File: src/rtl/core/stcr_pkg.sv
`default_nettype none

package stcr_pkg;

  // Font geometry
  localparam int GLYPH_COUNT = 96;
  localparam int GLYPH_SIZE  = 8;
  localparam int FIRST_CODE  = 32;
  localparam int STORE_DEPTH = GLYPH_COUNT * GLYPH_SIZE;
  localparam int GLYPH_IW    = (GLYPH_COUNT > 1) ? $clog2(GLYPH_COUNT) : 1;
  localparam int ROW_W       = $clog2(GLYPH_SIZE);
  localparam int STORE_AW    = GLYPH_IW + ROW_W;

  // Field widths
  localparam int FONT_AW  = 10;
  localparam int COUNT_W  = 13;
  localparam int X_W      = 15;
  localparam int IN_DW    = 32;
  localparam int OUT_DW   = 56;
  localparam int CFG_IW   = 2;
  localparam int CFG_DW   = 24;

  localparam logic [COUNT_W-1:0] COUNT_MAX = {COUNT_W{1'b1}};

  // Codes
  localparam logic ACTION_LOAD   = 1'b0;
  localparam logic ACTION_RENDER = 1'b1;
  localparam logic KIND_COLUMN   = 1'b0;
  localparam logic KIND_STATUS   = 1'b1;

  localparam logic [CFG_IW-1:0] REG_VIEW_WIDTH    = 2'd0;
  localparam logic [CFG_IW-1:0] REG_SCROLL_OFFSET = 2'd1;
  localparam logic [CFG_IW-1:0] REG_ROW_TOP       = 2'd2;
  localparam logic [CFG_IW-1:0] REG_TEXT_COLOR    = 2'd3;

  typedef struct packed {
    logic [7:0]  view_width;
    logic [12:0] scroll_offset;
    logic [7:0]  row_top;
    logic [23:0] text_color;
  } cfg_t;

  // One classified input word
  typedef struct packed {
    logic                render;
    logic                load_ok;
    logic [STORE_AW-1:0] load_addr;
    logic [7:0]          font_byte;
    logic                glyph_ok;
    logic [GLYPH_IW-1:0] glyph;
    logic                first_char;
    logic                last_char;
  } item_t;

endpackage

`default_nettype wire

File: src/rtl/core/stcr_queue.sv
`default_nettype none

module stcr_queue (
  input  wire logic            clk,
  input  wire logic            rst,
  input  wire logic            push,
  input  wire stcr_pkg::item_t push_item,
  output logic                 full,
  input  wire logic            pop,
  output logic                 not_empty,
  output stcr_pkg::item_t      head
);
  import stcr_pkg::*;

  item_t      entry [2];
  logic       wptr;
  logic       rptr;
  logic [1:0] fill;
  logic       do_push;
  logic       do_pop;

  assign full      = (fill == 2'd2);
  assign not_empty = (fill != 2'd0);
  assign head      = entry[rptr];
  assign do_push   = push && !full;
  assign do_pop    = pop && not_empty;

  always_ff @(posedge clk) begin
    if (do_push) begin
      entry[wptr] <= push_item;
    end
    if (rst) begin
      wptr <= 1'b0;
      rptr <= 1'b0;
      fill <= 2'd0;
    end else begin
      if (do_push) wptr <= ~wptr;
      if (do_pop)  rptr <= ~rptr;
      fill <= fill + {1'b0, do_push} - {1'b0, do_pop};
    end
  end

endmodule

`default_nettype wire

File: config.mk
export PLATFORM = sky130hd
export DESIGN_NAME = stcr_queue
export DESIGN_NICKNAME = d
export VERILOG_FILES = /design/src/rtl/core/stcr_pkg.sv /design/src/rtl/core/stcr_queue.sv
export SDC_FILE = /design/constraint.sdc
export NUM_CORES = 1
export LEC_CHECK = 0
export ABC_AREA = 1
export BUFFER_PORTS_ARGS = -buffer_cell sky130_fd_sc_hd__buf_2
export CORE_ASPECT_RATIO = 1.75
export CORE_MARGIN = 4
export CORE_UTILIZATION = 30
export CTS_CLUSTER_SIZE = 12
export DETAILED_ROUTE_END_ITERATION = 8
export HOLD_SLACK_MARGIN = 0.05
export MAX_ROUTING_LAYER = met4
export PLACE_DENSITY = 0.55
export SKIP_CTS_REPAIR_TIMING = 1
export SLEW_MARGIN = 20
export SYNTH_ARGS = -nofsm -noshare
export SYNTH_HDL_FRONTEND = slang
export SYNTH_SLANG_ARGS = --single-unit
File: constraint.sdc
create_clock -name clk -period 7.4 [get_ports clk]
set_clock_uncertainty 0.15 [all_clocks]
set_input_delay 1.11 -clock clk [delete_from_list [all_inputs] [get_ports clk]]
set_output_delay 1.11 -clock clk [all_outputs]
set_load 0.02 [all_outputs]
=== After elaboration in Yosys (flattened, before gate mapping) ===
Memories as Yosys holds them, arrays and structs flattened. A register that Yosys moved wholly into a read port is not among the register bits.
Index checks and enable logic that the tools add are counted.

* Reductions and logical operators: 4
* Bitwise gates (word level): 2
* Equal/unequal tests: 1
* $add $sub $neg: 2
* Muxes and demuxes: 4

{| class="wikitable"
|+ Operators by type and width
! kind !! number
|-
| two-way mux 1 bit || 4
|-
| adder 2 x 1 -> 2 bit || 1
|-
| == test 2 bit, second input constant || 1
|-
| logical AND 1 bit || 2
|-
| NOT 1 bit || 2
|-
| nonzero test 2 bit || 1
|-
| subtractor 2 x 1 -> 2 bit || 1
|-
| zero test 1 bit || 1
|}

* RAM bits: 60
* Bits in registers: 4
* Word-level logic and storage cells: 17
* Memories: 1
* Input port bits: 34
* Output and inout bits: 32

{| class="wikitable"
|+ Memory list
! name !! words !! width !! rd ports !! clocked after memory_dff !! write ports !! RTL line !! RTL
|-
| entry || 2 || 30 || 1 || 1 || 1 || stcr_queue.sv:15 || <nowiki>item_t entry [2];</nowiki>
|}

=== Depth between registers and ports, before layout ===
Gate-level depths: netlist (run 1).

* Word-level depth: 5
* Gate-level depth with buffers: 11
* Mapped depth without buffers: 11

=== Least setup slack after synthesis (run 1) ===
Ideal clock, no wire load.

* Path kind: input to register
* From: in push
* To: mem entry[0][0] in the netlist's numbering (enable)
* Required time: 6.833 ns
* Path buffers: 0
* Stages on the path: 2
* Arrival time: 2.449 ns
* Slack: 4.384 ns
* Library setup time: 0.417 ns
* Cells stage by stage: nand2_1 -> nor2_1

* Longest elaborated chain between the ends: 3

{| class="wikitable"
|+ Ends and longest elaborated chain
! element !! RTL line !! RTL
|-
| start, declared || stcr_queue.sv:6 || <nowiki>input wire logic push,</nowiki>
|-
| logical AND 1 bit || stcr_queue.sv:25 || <nowiki>assign do_push = push && !full;</nowiki>
|-
| two-way mux 1 bit || stcr_queue.sv:29 || <nowiki>if (do_push) begin</nowiki>
|-
| two-way mux 1 bit (implied by the code) || stcr_queue.sv:30 || <nowiki>entry[wptr] <= push_item;</nowiki>
|-
| end, declared || stcr_queue.sv:15 ||
|}

Every way passes these cells.

==> impl_metrics.py, run 1 <==
metrics = {
    "finish": {
        "finalNetCount": 241,
        "antennaDiodeCount": 0,
        "stdcell_area_sq_um": 3230,
        "final_cell_mix": "buf_2 (65), edfxtp_1 (60), mux2_4 (30), inv_1 (9), clkbuf_16 (9)",
        "drive_gt1_share_pct": 52.9,
        "syn_to_final_growth_pct": 27.6,
        "fin_cells": 302,
        "mostFrequentLayoutCell": "buf_2",
    },
    "synth": {
        "synth_area_per_cell_sq_um": 19.3,
        "ys_seq_area_share_pct": 75.1,
        "syn_area_sq_um": 2530,
        "ys_seq_elements": 65,
        "ys_types": 10,
        "synthCells": 131,
        "synth_nets": 167,
        "yosys_warnings": 0,
    },
    "placement": {
        "place.gp.congestion": 0.656,
        "dp.cells": 286,
        "hpwl_mm": 2.95,
        "placed_area_sq_um": 2960,
        "io_buffers": 65,
    },
    "sta": {
        "setup_viol": 0,
        "fin_crit_sh_pct": 42.6,
        "hold_viol": 0,
        "fmax_mhz": 317,
        "slew_viol_final": 0,
        "finalSetupTns_ps": 0,
        "period_minus_slack_ps": 3150,
        "tightest_slew_ps": 1060,
        "rsz0062_at_grt": "false",
        "maxSlewHeadroom_pct": 29.0,
    },
    "min_path": {
        "holdCritStartpoint": "rptr",
        "hold_class": "flop to flop",
        "hold-path-cell-count": 2,
    },
    "clocking": {
        "cts_max_level": 3,
        "cts_buffer_depth": 2,
        "clock_latency_ps": 320,
        "cts_tree": "done",
        "cts_inserted_buffers": 9,
        "cts_root_buf": "clkbuf_16",
        "cts_num_sinks": 65,
        "cts.clk_slew.worst_paths_ps": 50,
    },
    "floorplanning": {
        "coreArea_sq_um": 8260,
        "pin_count": 66,
        "fp.dieW_um": 77.5,
        "die_y_um": 130,
        "die_area_sq_um": 10000,
        "num_rows": 44,
        "start_util_pct": 30.7,
    },
    "power": {
        "switching_power_mw": 0.341,
        "p_leak_nw": 1.33,
        "switching_share_pct": 28.6,
        "irDropWorstVdd_mv": 0.236,
        "p_per_area_nw_per_um2": 369,
        "internal_power_mw": 0.852,
        "combPwrFrac_pct": 25.3,
        "p_clk_share_pct": 31.9,
        "seq_power_share_pct": 42.9,
    },
    "grt": {
        "grt_overflow": 0,
        "grt_pass1_wl_mm": 6.88,
        "grt_usage_pct": 9.96,
        "antenna_found_initial": 0,
        "grt_max_degree": 31,
        "grt_pass1_vias": 1451,
    },
    "critical_path": {
        "cp-end-kind": "output pin",
        "crit_fanout": 30,
        "reg2reg_depth": 4,
        "crit_chain": "mux2_4 -> buf_2",
        "r2r-start": "fill[0]",
        "slowest_stage": "dfxtp_2",
        "startpoint_type": "flop",
        "slowest_delay_ps": 1030,
        "required_ps": 6140,
        "path_delay_family": "flip-flops",
        "critPathKind": "flop to output pin",
        "rrSetupSlack_ps": 5500,
        "cp_num_buf_inv": 1,
        "r2r_end": "entry[0][24]",
        "arrival_ps": 1890,
    },
    "drt": {
        "finalWirelength_mm": 4.46,
        "drt_pass1_iterations": 2,
        "ant_nets": 0,
        "vias": 1320,
        "drc": 0,
        "drt_iter0_drc": 89,
        "via_per_inst": 4.37,
        "routedWlPerCell_um": 14.8,
    },
    "status": {
        "status": "complete, no violations",
    },
    "flow_run": {
        "maxCapViolCount": 0,
    },
}
-- worst max path at each step --
stage                     cells past startpoint     endpoint
after floorplan                               2  entry[0][0]
after global placement                        2     head[16]
after detailed placement                      2     head[16]
after CTS                                     2     head[16]
after global routing                          2     head[16]
final                                         2     head[16]
-- cells by family after synthesis --
kind of cell / Yosys count / synth area share [%]
buffers and inverters: 12 / 2.67
AOI/OAI and AO/OA: 2 / 0.395
and+or+nand+nor: 20 / 3.11
muxes: 30 / 17.8
DFF: 65 / 75.1
adders and majority gates: 2 / 0.987
-- cell usage after synthesis --
cell type / number / area [sq um]
ha_1: 2 / 25.0
nor2_1: 9 / 33.8
nand2_1: 8 / 30.0
inv_1: 9 / 33.8
dfxtp_1: 5 / 100
buf_6: 3 / 33.8
mux2_4: 30 / 450
a21oi_1: 2 / 10.0
nand3_1: 3 / 15.0
edfxtp_1: 60 / 1800
-- tightest hold or removal path, stage by stage (launching register included) --
cell and delay, ps:
dfxtp_1 330, nor2_1 60, nor2_1 90
-- power by group through the flow --
stage               registers [mW]  clock network (mW)  logic, mW
finish                       0.511               0.380      0.301
global route                 0.519               0.411      0.325
CTS                          0.513               0.393      0.309
detailed placement           0.520                   0      0.308
global placement             0.518                   0      0.305
floorplan                    0.489                   0      0.246
-- state kept, by name (all words and copies together), names as in the netlist, named ones only --
| signal | count |
|---|---|
| wptr | 1 |
| rptr | 1 |
| entry | 60 |
| fill | 2 |
-- metal layers --
| layer | global-route usage, % | part of all wire (%) | up-vias |
|---|---|---|---|
| li1 | - | - | 630 |
| met1 | 8.52 | 35 | 642 |
| met2 | 17.7 | 58 | 38 |
| met3 | 3.89 | 4.8 | 10 |
| met4 | 6.60 | 2.7 | 0 |
| met5 | - | 0 | - |
-- stage by stage --
step | worst slack (ps) | util (%) | hold slack [ps] | power (mW)
after global placement | 4550 | 35.8 | 336 | 0.823
final | 4250 | 39.2 | 362 | 1.19
after CTS | 4200 | 39.2 | 355 | 1.21
after global routing | 4160 | 39.2 | 402 | 1.25
after floorplan | 4380 | - | 317 | 0.735
after detailed placement | 4560 | 35.8 | 346 | 0.828
-- cell type report --
class / count / area (sq um)
Timing Repair Buffer: 66 / 333
Sequential cell: 65 / 1900
Tap cell: 92 / 115
Clock inverter: 2 / 12.5
Multi-Input combinational cell: 54 / 572
Fill cell: 794 / 5020
Clock buffer: 14 / 264
Inverter: 9 / 33.8
Power figures use the tool's default switching activity.
==> run 2, diff against run 1 <==
==> constraint.sdc (replaced) <==
create_clock -name clk -period 3 [get_ports clk]
set_clock_uncertainty 0.15 [all_clocks]
set_input_delay 0.45 -clock clk [delete_from_list [all_inputs] [get_ports clk]]
set_output_delay 0.45 -clock clk [all_outputs]
set_load 0.02 [all_outputs]
==> run 2 against run 1 <==
Compared with the run above: via count decreased by 0.91%; critical path depth rose by 1; sequential share of layout area down 1.2 points; combinational power rose to 2.6 times the previous value; clock-buffer cell count did not move; sequential cell count is the same; critical endpoint unchanged; largest power group unchanged.
==> impl_metrics.py, run 2 (synthesized netlist as in run 1, its figures left out) <==
metrics = {
    "status": {
        "status": "complete, no violations",
    },
    "finish": {
        "largest_register": "entry",
        "n_fill_cell": 774,
        "finalNetCount": 243,
        "regArea_sq_um": 1900,
        "mostFrequentLayoutCell": "buf_2",
        "multi_input_area_sq_um": 572,
        "syn_to_final_growth_pct": 30.3,
        "largest_reg_flops": 60,
        "final_cell_mix": "buf_2 (65), edfxtp_1 (60), mux2_4 (30), inv_1 (9), clkbuf_16 (9)",
        "antennaDiodeCount": 0,
        "final_core_util_pct": 40.0,
        "largestRegisters": "entry x60, fill x2",
        "drive_gt1_share_pct": 53.8,
        "fin_cells": 304,
    },
    "grt": {
        "grt_pass1_wl_mm": 6.85,
        "antenna_found_initial": 0,
        "grt_usage_pct": 9.88,
        "grt_overflow": 0,
        "grt_max_degree": 17,
        "grt_pass1_vias": 1404,
    },
    "floorplanning": {
        "coreArea_sq_um": 8260,
        "fp.dieW_um": 77.5,
        "pin_count": 66,
        "start_util_pct": 30.7,
        "die_y_um": 130,
        "num_rows": 44,
        "die_area_sq_um": 10000,
    },
    "clocking": {
        "cts_max_level": 3,
        "cts_inserted_buffers": 9,
        "clock_latency_ps": 320,
        "cts_root_buf": "clkbuf_16",
        "cts_tree": "done",
        "cts.clk_slew.worst_paths_ps": 50,
        "cts_buffer_depth": 2,
        "cts_num_sinks": 65,
    },
    "placement": {
        "hpwl_mm": 3.15,
        "io_buffers": 65,
        "pre_cts_slack_ps": 953,
        "place.gp.congestion": 0.649,
        "dp.cells": 288,
    },
    "sta": {
        "period_minus_slack_ps": 2340,
        "fmax_mhz": 428,
        "final.setup.worst_slack_ps": 664,
        "fin_crit_sh_pct": 77.9,
        "setup_viol": 0,
        "tightest_slew_ps": 647,
        "hold_viol": 0,
        "maxSlewHeadroom_pct": 56.8,
        "slew_viol_final": 0,
        "finalSetupTns_ps": 0,
        "rsz0062_at_grt": "false",
    },
    "critical_path": {
        "required_ps": 2400,
        "critPathKind": "flop to output pin",
        "cp-end-kind": "output pin",
        "slowest_delay_ps": 680,
        "slowest_stage": "dfxtp_2",
        "arrival_ps": 1740,
        "startpoint_type": "flop",
        "reg2reg_depth": 5,
        "crit_fanout": 16,
        "crit_chain": "buf_12 -> mux2_4 -> buf_2",
    },
    "drt": {
        "drt_pass1_iterations": 3,
        "drt_iter0_drc": 49,
        "via_per_inst": 4.30,
        "routedWlPerCell_um": 14.4,
        "drc": 0,
        "finalWirelength_mm": 4.37,
        "vias": 1308,
        "ant_nets": 0,
    },
    "power": {
        "p_per_area_nw_per_um2": 931,
        "p_leak_nw": 1.36,
        "irDropWorstVdd_mv": 0.452,
    },
    "flow_run": {
        "maxCapViolCount": 0,
    },
    "min_path": {
        "hold_class": "input pin to flop",
        "hold-path-cell-count": 2,
    },
}
==> run 2: changes by cell type in the layout (fill, tap and decap cells not counted) <==
cell        previous run  this run
clkbuf_1               3         1
buf_12                 0         1
clkinv_2               1         0
bufinv_16              0         1
clkinv_1               0         1
clkinvlp_4             1         0
clkbuf_8               2         4
buf_4                  1         2
==> run 2: final cells by class <==
type                       count  share of cell area [%]
sequential                    65                    57.6
multi-input combinational     54                    17.3
timing repair buffer          68                    10.9
clock buffer                  14                    8.60
tap                           92                    3.49
clock inverter                 2                    1.02
inverter                       9                    1.02
==> run 2: worst max-delay path: cells and delay by family, from the launching register on <==
kind	cells	cell delay, ps
flops	1	680
buf+inv	2	410
mux	1	320
==> run 2: metrics by stage <==
step	total power [mW]	hold slack (ps)	instance area, sq um
after floorplan	1.81	317	2530
after global placement	2.04	336	2980
after detailed placement	2.06	358	2980
after CTS	3.13	129	3300
after global routing	3.22	151	3300
final	3.07	144	3300
==> run 2: report_power, final <==
group,total [mW],internal (mW),leakage [nW],switching (mW)
registers,1.23,1.15,0.602,0.0756
clock network,1.06,0.730,0.157,0.328
logic,0.788,0.358,0.604,0.430
total,3.07,2.24,1.36,0.833
==> run 2: worst paths after layout <==
check | startpoint | to | slack [ps]
worst max-delay path | flop | head[16] | 660
worst min-delay path | rst | fill[0] | 140
worst max register to register | fill[0] | entry[1][3] | 1040
worst min register to register | rptr | rptr | 370
==> run 2: layer usage <==
| layer | up-vias | part of all wire [%] | GRT usage [%] |
|---|---|---|---|
| met3 | 9 | 3.8 | 2.99 |
| li1 | 636 | - | - |
| met2 | 36 | 57 | 17.1 |
| met1 | 627 | 37 | 9.39 |
| met5 | - | 0 | - |
| met4 | 0 | 2.5 | 6.60 |
